File: src/design/jcsm_pkg.sv
// shared types and constants of the joystick centre split map
`default_nettype none

package jcsm_pkg;

	localparam int OUT_MAX_DEF  = 1000;
	localparam int ADC_BITS_DEF = 12;

	localparam int AXIS_W    = 11;
	localparam int CFG_IDX_W = 2;

	localparam int CAL_MIN_RST    = 0;
	localparam int CAL_CENTER_RST = 2048;
	localparam int CAL_MAX_RST    = 4095;

	typedef enum logic [CFG_IDX_W-1:0] {
		CFG_MIN    = 2'd0,
		CFG_CENTER = 2'd1,
		CFG_MAX    = 2'd2
	} cfg_idx_t;

	typedef struct packed {
		logic lower;
		logic neg;
		logic err;
	} ctl_t;

endpackage

`default_nettype wire

File: src/design/jcsm_front.sv
// half select, magnitudes and scaling multiply (stages one and two)
`default_nettype none

module jcsm_front #(
	parameter int ADC_BITS = 12,
	parameter int OUT_MAX  = 1000
) (
	input  wire                                          clk,
	input  wire                                          arst_n,
	input  wire                                          en_s1,
	input  wire                                          en_s2,
	input  wire                                          in_valid,
	input  wire  [ADC_BITS-1:0]                          adc_sample,
	input  wire  [ADC_BITS-1:0]                          cal_min,
	input  wire  [ADC_BITS-1:0]                          cal_center,
	input  wire  [ADC_BITS-1:0]                          cal_max,
	output logic                                         valid_s1,
	output logic                                         valid_s2,
	output logic [ADC_BITS+$clog2(OUT_MAX+1)-1:0]        prod_s2,
	output logic [ADC_BITS-1:0]                          dmag_s2,
	output jcsm_pkg::ctl_t                               ctl_s2
);
	import jcsm_pkg::*;

	localparam int OUT_W = $clog2(OUT_MAX + 1);
	localparam int NUM_W = ADC_BITS + OUT_W;
	localparam logic [NUM_W-1:0] SCALE = NUM_W'(OUT_MAX);

	logic                       upper;
	logic [ADC_BITS-1:0]        lo_sel;
	logic [ADC_BITS-1:0]        hi_sel;
	logic signed [ADC_BITS:0]   diff;
	logic signed [ADC_BITS:0]   den;
	logic [ADC_BITS:0]          diff_neg;
	logic [ADC_BITS:0]          den_neg;

	logic [ADC_BITS-1:0]        xmag_s1;
	logic [ADC_BITS-1:0]        dmag_s1;
	ctl_t                       ctl_s1;

	always_comb begin
		upper    = adc_sample >= cal_center;
		lo_sel   = upper ? cal_center : cal_min;
		hi_sel   = upper ? cal_max : cal_center;
		diff     = signed'({1'b0, adc_sample}) - signed'({1'b0, lo_sel});
		den      = signed'({1'b0, hi_sel}) - signed'({1'b0, lo_sel});
		diff_neg = (ADC_BITS+1)'(0) - diff;
		den_neg  = (ADC_BITS+1)'(0) - den;
	end

	always_ff @(posedge clk or negedge arst_n) begin
		if (!arst_n) begin
			valid_s1 <= 1'b0;
			valid_s2 <= 1'b0;
		end else begin
			if (en_s1) begin
				valid_s1 <= in_valid;
			end
			if (en_s2) begin
				valid_s2 <= valid_s1;
			end
		end
	end

	always_ff @(posedge clk) begin
		if (en_s1 && in_valid) begin
			xmag_s1      <= diff[ADC_BITS] ? diff_neg[ADC_BITS-1:0] : diff[ADC_BITS-1:0];
			dmag_s1      <= den[ADC_BITS] ? den_neg[ADC_BITS-1:0] : den[ADC_BITS-1:0];
			ctl_s1.lower <= !upper;
			ctl_s1.neg   <= diff[ADC_BITS] ^ den[ADC_BITS];
			ctl_s1.err   <= den == '0;
		end
		if (en_s2 && valid_s1) begin
			prod_s2 <= NUM_W'(xmag_s1) * SCALE;
			dmag_s2 <= dmag_s1;
			ctl_s2  <= ctl_s1;
		end
	end

endmodule

`default_nettype wire

File: src/design/jcsm_div_stage.sv
// one restoring divider stage, one quotient bit per stage
`default_nettype none

module jcsm_div_stage #(
	parameter int ADC_BITS = 12,
	parameter int OUT_MAX  = 1000
) (
	input  wire                                          clk,
	input  wire                                          arst_n,
	input  wire                                          en,
	input  wire                                          in_valid,
	input  wire  [ADC_BITS-1:0]                          rem_in,
	input  wire  [ADC_BITS+$clog2(OUT_MAX+1)-1:0]        work_in,
	input  wire  [ADC_BITS-1:0]                          dmag_in,
	input  wire  jcsm_pkg::ctl_t                         ctl_in,
	output logic                                         valid_sn,
	output logic [ADC_BITS-1:0]                          rem_sn,
	output logic [ADC_BITS+$clog2(OUT_MAX+1)-1:0]        work_sn,
	output logic [ADC_BITS-1:0]                          dmag_sn,
	output jcsm_pkg::ctl_t                               ctl_sn
);
	import jcsm_pkg::*;

	localparam int NUM_W = ADC_BITS + $clog2(OUT_MAX + 1);

	logic [ADC_BITS:0]   trial;
	logic [ADC_BITS:0]   sub;
	logic                ge;

	// remainder stays below the divisor, so the trial fits one extra bit
	always_comb begin
		trial = {rem_in, work_in[NUM_W-1]};
		sub   = trial - {1'b0, dmag_in};
		ge    = trial >= {1'b0, dmag_in};
	end

	always_ff @(posedge clk or negedge arst_n) begin
		if (!arst_n) begin
			valid_sn <= 1'b0;
		end else if (en) begin
			valid_sn <= in_valid;
		end
	end

	always_ff @(posedge clk) begin
		if (en && in_valid) begin
			rem_sn  <= ge ? sub[ADC_BITS-1:0] : trial[ADC_BITS-1:0];
			work_sn <= {work_in[NUM_W-2:0], ge};
			dmag_sn <= dmag_in;
			ctl_sn  <= ctl_in;
		end
	end

endmodule

`default_nettype wire

File: src/design/jcsm_back.sv
// sign restore, half offset, saturation and output register
`default_nettype none

module jcsm_back #(
	parameter int ADC_BITS = 12,
	parameter int OUT_MAX  = 1000
) (
	input  wire                                          clk,
	input  wire                                          arst_n,
	input  wire                                          en,
	input  wire                                          in_valid,
	input  wire  [ADC_BITS+$clog2(OUT_MAX+1)-1:0]        quot_in,
	input  wire  jcsm_pkg::ctl_t                         ctl_in,
	output logic                                         valid_so,
	output logic [jcsm_pkg::AXIS_W-1:0]                  axis_value_so,
	output logic                                         span_error_so
);
	import jcsm_pkg::*;

	localparam int NUM_W = ADC_BITS + $clog2(OUT_MAX + 1);
	localparam int WV    = NUM_W + 2;
	localparam logic signed [WV-1:0] LIM = WV'(OUT_MAX);

	logic signed [WV-1:0] q_ext;
	logic signed [WV-1:0] q_sgn;
	logic signed [WV-1:0] base;
	logic signed [WV-1:0] v;
	logic signed [WV-1:0] sat;

	always_comb begin
		q_ext = signed'({2'b00, quot_in});
		q_sgn = ctl_in.neg ? -q_ext : q_ext;
		base  = ctl_in.lower ? -LIM : '0;
		v     = q_sgn + base;
		if (ctl_in.err) begin
			sat = '0;
		end else if (v > LIM) begin
			sat = LIM;
		end else if (v < -LIM) begin
			sat = -LIM;
		end else begin
			sat = v;
		end
	end

	always_ff @(posedge clk or negedge arst_n) begin
		if (!arst_n) begin
			valid_so <= 1'b0;
		end else if (en) begin
			valid_so <= in_valid;
		end
	end

	always_ff @(posedge clk) begin
		if (en && in_valid) begin
			axis_value_so <= sat[AXIS_W-1:0];
			span_error_so <= ctl_in.err;
		end
	end

endmodule

`default_nettype wire

File: src/design/joystick_center_split_map_unit.sv
// top level of the joystick centre split map
//
// Maps one raw ADC sample of a joystick axis per item onto a signed stick
// position: samples at or above cal_center scale from centre..max onto
// 0..OUT_MAX, samples below scale from min..centre onto -OUT_MAX..0; each
// half's quotient truncates toward zero before the lower half's offset and
// saturation to plus or minus OUT_MAX. A zero half span gives 0, span_error set.
// Channels: sample (valid/ready, adc_sample), result (valid/ready,
// axis_value, span_error) and a cfg write port (index, data) that is always
// ready; write it only while no item is in flight.
// Two front stages come first, then one restoring divider stage per quotient
// bit, then the saturation and output register. Throughput is one item per
// cycle while the output is not stalled.
// When the receiver stalls, each stage holds its item and empty stages
// still fill, so samples keep being taken until the pipeline is full.
// Reset clears all valid bits and loads min 0, centre 2048, max 4095
// (masked to ADC_BITS).
`default_nettype none

module joystick_center_split_map_unit #(
	parameter int OUT_MAX  = jcsm_pkg::OUT_MAX_DEF,
	parameter int ADC_BITS = jcsm_pkg::ADC_BITS_DEF
) (
	input  wire                                 clk,
	input  wire                                 arst_n,
	input  wire                                 sample_valid,
	output logic                                sample_ready,
	input  wire  [ADC_BITS-1:0]                 adc_sample,
	output logic                                result_valid,
	input  wire                                 result_ready,
	output logic [jcsm_pkg::AXIS_W-1:0]         axis_value,
	output logic                                span_error,
	input  wire                                 cfg_valid,
	output logic                                cfg_ready,
	input  wire  [jcsm_pkg::CFG_IDX_W-1:0]      cfg_index,
	input  wire  [ADC_BITS-1:0]                 cfg_data
);
	import jcsm_pkg::*;

	localparam int NUM_W = ADC_BITS + $clog2(OUT_MAX + 1);
	localparam int NSTG  = NUM_W + 3;
	localparam logic [ADC_BITS-1:0] MIN_RST    = ADC_BITS'(CAL_MIN_RST);
	localparam logic [ADC_BITS-1:0] CENTER_RST = ADC_BITS'(CAL_CENTER_RST);
	localparam logic [ADC_BITS-1:0] MAX_RST    = ADC_BITS'(CAL_MAX_RST);

	logic [ADC_BITS-1:0] cal_min_q;
	logic [ADC_BITS-1:0] cal_center_q;
	logic [ADC_BITS-1:0] cal_max_q;

	logic [NSTG-1:0]     en;
	wire  [NSTG-1:0]     vld;

	wire  [ADC_BITS-1:0] rem_a  [0:NUM_W];
	wire  [NUM_W-1:0]    work_a [0:NUM_W];
	wire  [ADC_BITS-1:0] dmag_a [0:NUM_W];
	wire  ctl_t          ctl_a  [0:NUM_W];

	assign cfg_ready = 1'b1;

	always_ff @(posedge clk or negedge arst_n) begin
		if (!arst_n) begin
			cal_min_q    <= MIN_RST;
			cal_center_q <= CENTER_RST;
			cal_max_q    <= MAX_RST;
		end else if (cfg_valid) begin
			case (cfg_idx_t'(cfg_index))
				CFG_MIN: begin
					cal_min_q <= cfg_data;
				end
				CFG_CENTER: begin
					cal_center_q <= cfg_data;
				end
				CFG_MAX: begin
					cal_max_q <= cfg_data;
				end
				default: begin
				end
			endcase
		end
	end

	// a stage moves when it is empty or the stage after it moves
	always_comb begin
		en[NSTG-1] = !vld[NSTG-1] || result_ready;
		for (int k = NSTG - 2; k >= 0; k--) begin
			en[k] = !vld[k] || en[k+1];
		end
	end

	assign sample_ready = en[0];
	assign result_valid = vld[NSTG-1];
	assign rem_a[0]     = '0;

	jcsm_front #(
		.ADC_BITS (ADC_BITS),
		.OUT_MAX  (OUT_MAX)
	) u_front (
		.clk        (clk),
		.arst_n     (arst_n),
		.en_s1      (en[0]),
		.en_s2      (en[1]),
		.in_valid   (sample_valid),
		.adc_sample (adc_sample),
		.cal_min    (cal_min_q),
		.cal_center (cal_center_q),
		.cal_max    (cal_max_q),
		.valid_s1   (vld[0]),
		.valid_s2   (vld[1]),
		.prod_s2    (work_a[0]),
		.dmag_s2    (dmag_a[0]),
		.ctl_s2     (ctl_a[0])
	);

	for (genvar g = 0; g < NUM_W; g++) begin : g_div
		jcsm_div_stage #(
			.ADC_BITS (ADC_BITS),
			.OUT_MAX  (OUT_MAX)
		) u_stage (
			.clk      (clk),
			.arst_n   (arst_n),
			.en       (en[g+2]),
			.in_valid (vld[g+1]),
			.rem_in   (rem_a[g]),
			.work_in  (work_a[g]),
			.dmag_in  (dmag_a[g]),
			.ctl_in   (ctl_a[g]),
			.valid_sn (vld[g+2]),
			.rem_sn   (rem_a[g+1]),
			.work_sn  (work_a[g+1]),
			.dmag_sn  (dmag_a[g+1]),
			.ctl_sn   (ctl_a[g+1])
		);
	end

	jcsm_back #(
		.ADC_BITS (ADC_BITS),
		.OUT_MAX  (OUT_MAX)
	) u_back (
		.clk           (clk),
		.arst_n        (arst_n),
		.en            (en[NSTG-1]),
		.in_valid      (vld[NSTG-2]),
		.quot_in       (work_a[NUM_W]),
		.ctl_in        (ctl_a[NUM_W]),
		.valid_so      (vld[NSTG-1]),
		.axis_value_so (axis_value),
		.span_error_so (span_error)
	);

	a_accept_fills: assert property (@(posedge clk) disable iff (!arst_n)
		sample_valid && sample_ready |=> vld[0])
		else $error("accepted item not held in first stage");

	a_stall_holds: assert property (@(posedge clk) disable iff (!arst_n)
		result_valid && !result_ready |=> result_valid)
		else $error("stalled result dropped");

	a_err_zero: assert property (@(posedge clk) disable iff (!arst_n)
		result_valid && span_error |-> axis_value == '0)
		else $error("span error with non-zero axis value");

endmodule

`default_nettype wire

File: config.mk
export PLATFORM = sky130hd
export DESIGN_NAME = joystick_center_split_map_unit
export DESIGN_NICKNAME = d
export VERILOG_FILES = /design/src/design/jcsm_pkg.sv /design/src/design/jcsm_front.sv /design/src/design/jcsm_div_stage.sv /design/src/design/jcsm_back.sv /design/src/design/joystick_center_split_map_unit.sv
export SDC_FILE = /design/constraint.sdc
export NUM_CORES = 2
export LEC_CHECK = 0
export ABC_AREA = 0
export ABC_CLOCK_PERIOD_IN_PS = 5810
export BUFFER_PORTS_ARGS = -buffer_cell sky130_fd_sc_hd__buf_2
export CAP_MARGIN = 40
export CELL_PAD_IN_SITES_DETAIL_PLACEMENT = 0
export CELL_PAD_IN_SITES_GLOBAL_PLACEMENT = 2
export CORE_AREA = 8 8 270 532
export CTS_BUF_LIST = sky130_fd_sc_hd__clkbuf_2
export DETAILED_ROUTE_END_ITERATION = 6
export DIE_AREA = 0 0 278 540
export PLACE_DENSITY = 0.7
export SYNTH_ARGS = -nofsm -noshare
export SYNTH_HDL_FRONTEND = slang
export SYNTH_SLANG_ARGS = --single-unit
File: constraint.sdc
create_clock -name clk -period 5.81 [get_ports clk]
set_input_delay 0.581 -clock clk [delete_from_list [all_inputs] [get_ports clk]]
set_output_delay 0.581 -clock clk [all_outputs]
set_load 0.02 [all_outputs]
==> summary.txt <==
Status
  • Status: finished clean

Synth
  • Seq/Total Area, Yosys: 0.620
  • Cell area after synthesis: 54,100 um^2
  • Ys flop type: edfxtp_1
  • Netlist cell types: 75
  • Synth top area cells: edfxtp_1 59%, ha_1 8.2%, mux2_2 4.8%
  • EDFF count, synth: 1,067
  • Async SR Flop Fraction: 0.0541
  • Yosys warnings: 0
  • Syn Nets: ~4,400
  • Avg Cell Area, Syn: 13.6 um^2
  • Area leader, netlist: edfxtp_1
  • Most common cell in the synthesized netlist: edfxtp_1
  • Cells after Synth: 3,972
  • Synthesized flop and latch total: 1,128
  • Leading cell types by count after synthesis: 1,067 x edfxtp_1, 454 x inv_1, 355 x ha_1
  • Share of the synthesized area in the top cell type: 0.592

Timing
  • Final Skew: 151 ps
  • Headroom to the max-slew limit: 0.389
  • Setup_tns: 0 ps
  • Fin crit period: 5590 ps
  • Setup ws final: about 220 ps
  • Slew @ Worst Pin: 907 ps
  • Fin. max-slew vios: 0
  • Fmax: 0.179 GHz
  • Final Hold Violating Endpoints: 0
  • Final setup fails: 0
  • RSZ-0062 raised after global routing: no
  • Post-route clock period utilization: 0.963

Clocking
  • CTS Buf Count: ~270
  • Worst-path clk slew: 110 ps
  • Worst-Skew Late Latency: 1420 ps
  • Post-CTS Setup Inserts: 0
  • CTS max path bufs: 4
  • CTS tree: done
  • H-Tree Depth: 5
  • Root Buffer: clkbuf_2
  • Sink Count: 1,128

Power
  • Sw Ratio: 0.396
  • Peak VDD IR: between 1500 and 2000 uV
  • PD cells: 642 nW/um^2
  • Gate power share: 0.519
  • Sequential share of power: 0.344
  • Leak: ~24 nW
  • Switch Pwr: 15.3 mW
  • Clk network pwr share: 0.138
  • P_int: 23.3 mW
  • Design Power: 38.6 mW

Setup path
  • Critical path endpoint category: register
  • Type of origin of the critical path: register
  • Worst-path fanout max: 6
  • Setup CP Type: reg -> reg
  • Worst Reg-to-Reg Cells: 17
  • CP required: 6910 ps
  • Worst EP arrival: 6700 ps

Route
  • Starting DRC count in detailed routing: 1,122
  • WL/cell: around 21 um
  • Via density: just over 5
  • Total Wirelength: 135 mm
  • DR vias: 32,000
  • Final antenna-violating net count: 0
  • Post-route DRC: 0
  • First-pass DRT Iterations: 5

Place
  • DP Cell Count: 5,796
  • Detail Placement HPWL: 108 mm
  • IO Port Bufs: between 40 and 50
  • Dpl cell area: 57,100 um^2
  • Post-Place Worst Slack: 104 ps
  • GPL Wtd Cong: 0.860

Layout
  • Area Overhead vs Synth: 11.0%
  • Final Instance Area: roughly 60,000 um^2
  • Final std cells w/o fill: 6,306
  • # fillers: 12,800
  • Share of cells above drive strength 1: 0.184
  • NumNets Final: slightly below 5,000

Floorplanning
  • DIE HEIGHT: 540 um
  • Core Footprint: 136,000 um^2
  • Initial Util: 0.397
  • Num ports: 46
  • Die X-Extent: around 280 um
  • Die area: 150,000 um^2
  • Row count: ~190

Job
  • Max Cap Viol: 0

GRT
  • First-pass GRT wire length: 199 mm
  • Gr ovfl total: 0
  • Initial antenna violation count: 6
  • Largest net degree at the start of global routing: 49
  • Gr usage total: 0.178
  • Vias in the first global route: approximately 35,000

Hold path
  • Worst hold path type: in -> reg
  • Worst hold stages: 4
power groups by stage:
stage	clock network, mW	registers, mW	logic (mW)
finish	5.31	13.3	20.0
global route	5.93	13.4	22.3
CTS	5.58	13.3	20.4
detailed placement	0	13.5	20.2
global placement	0	13.4	20.1
floorplan	0	13.0	14.7
cells in the final DEF, fill, tap and decap left out, drive strengths merged, types with 31 or more instances in the layout:
master	synthesis	final
a211oi	31	31
a21boi	75	75
a21oi	184	184
buf	7	123
clkbuf	38	374
clkinv	0	58
dfrtp	48	48
dlygate4sd3	0	44
edfxtp	1067	1067
fa	61	61
ha	355	355
inv	454	463
mux2	231	231
mux2i	44	44
nand2	168	168
nand2b	61	61
nand4	67	67
nor2	250	250
nor2b	86	86
nor3	40	40
o21a	32	32
o21ai	166	166
o31ai	32	32
xnor2	144	144
xor2	40	40
metrics by stage:
stage                     hold slack [ps]  utilization
after floorplan                       285            -
final                                 179        0.440
after global placement                400        0.418
after CTS                           0.409        0.440
after global routing                 59.7        0.440
after detailed placement              405        0.419
worst max-delay path, cell delays in order (launching register included):
cell and delay [ps]:
edfxtp_1 470, or4_4 550, or3_1 390, or4_1 540
or4_1 510, nand2_1 120, xnor2_1 160, ha_1 320
a21o_1 170, a21o_1 180, a21oi_1 330, inv_1 100
o21ai_0 170, a31oi_1 90, or4_4 600, o41ai_4 400
o21a_1 190, nor2_1 30
registers in the layout (all words and copies together), names as in the netlist, 3 cells and up:
name,flops
u_front.dmag_s2,12
u_front.xmag_s1,12
g_div.u_stage.valid_sn,22
u_back.axis_value_so,11
cal_center_q,12
g_div.u_stage.ctl_sn,66
g_div.u_stage.rem_sn,252
g_div.u_stage.dmag_sn,252
cal_min_q,12
cal_max_q,12
u_front.dmag_s1,12
g_div.u_stage.work_sn,424
u_front.prod_s2,19
u_front.ctl_s1,3
u_front.ctl_s2,3
routing by layer:
metal	global-route usage	up-vias	routed length [um]	share of wire
met2	0.420	554	90100	0.67
met5	0	-	13	0.000096
li1	-	15400	-	-
met3	0.0277	358	3470	0.026
met4	0.138	2	11500	0.085
met1	0.0967	15600	30200	0.22
cells by family (layout without fill, tap and decap cells):
group,after synthesis,in the layout,share of synthesized area
AOI/OAI and AO/OA,690,690,0.0836
xor gates and xnor gates,184,184,0.0298
adders and majority gates,416,416,0.105
buffers and inverters,499,1073,0.0349
DFF,1128,1128,0.620
muxes,275,275,0.0562
other,1,15,0.0000693
and+or+nand+nor,779,779,0.0704
area by class of cell:
cell class | instances | area [um^2] | area share
diodes | 14 | 35.0 | 0.000583
clock buffers | 374 | 1870 | 0.0311
clock inverters | 78 | 574 | 0.00955
inverters | 454 | 1700 | 0.0284
multi-input cells | 2345 | 18900 | 0.314
flip-flops and latches | 1128 | 33600 | 0.559
well taps | 1746 | 2180 | 0.0363
repair buffers | 167 | 1290 | 0.0215
path summary, 6_finish.rpt:
check | start | endpoint | slack, ps
min in group asynchronous | arst_n | cal_min_q[4] | 270
setup / recovery | g_div[21].u_stage.work_sn[3] | u_back.axis_value_so[4] | 220
setup reg to reg | g_div[21].u_stage.work_sn[3] | u_back.axis_value_so[4] | 220
hold reg to reg | g_div[20].u_stage.work_sn[20] | g_div[21].u_stage.work_sn[21] | 300
max in group asynchronous | arst_n | u_front.valid_s2 | 4930
hold / removal | adc_sample[6] | u_front.xmag_s1[6] | 180
repair_timing:
item,in CTS,in global routing
resized for setup,1,8
endpoints found under the hold margin,156,0
endpoints found under the setup margin,1,10
hold buffers,44,0
(Power assumes the default switching activity.)
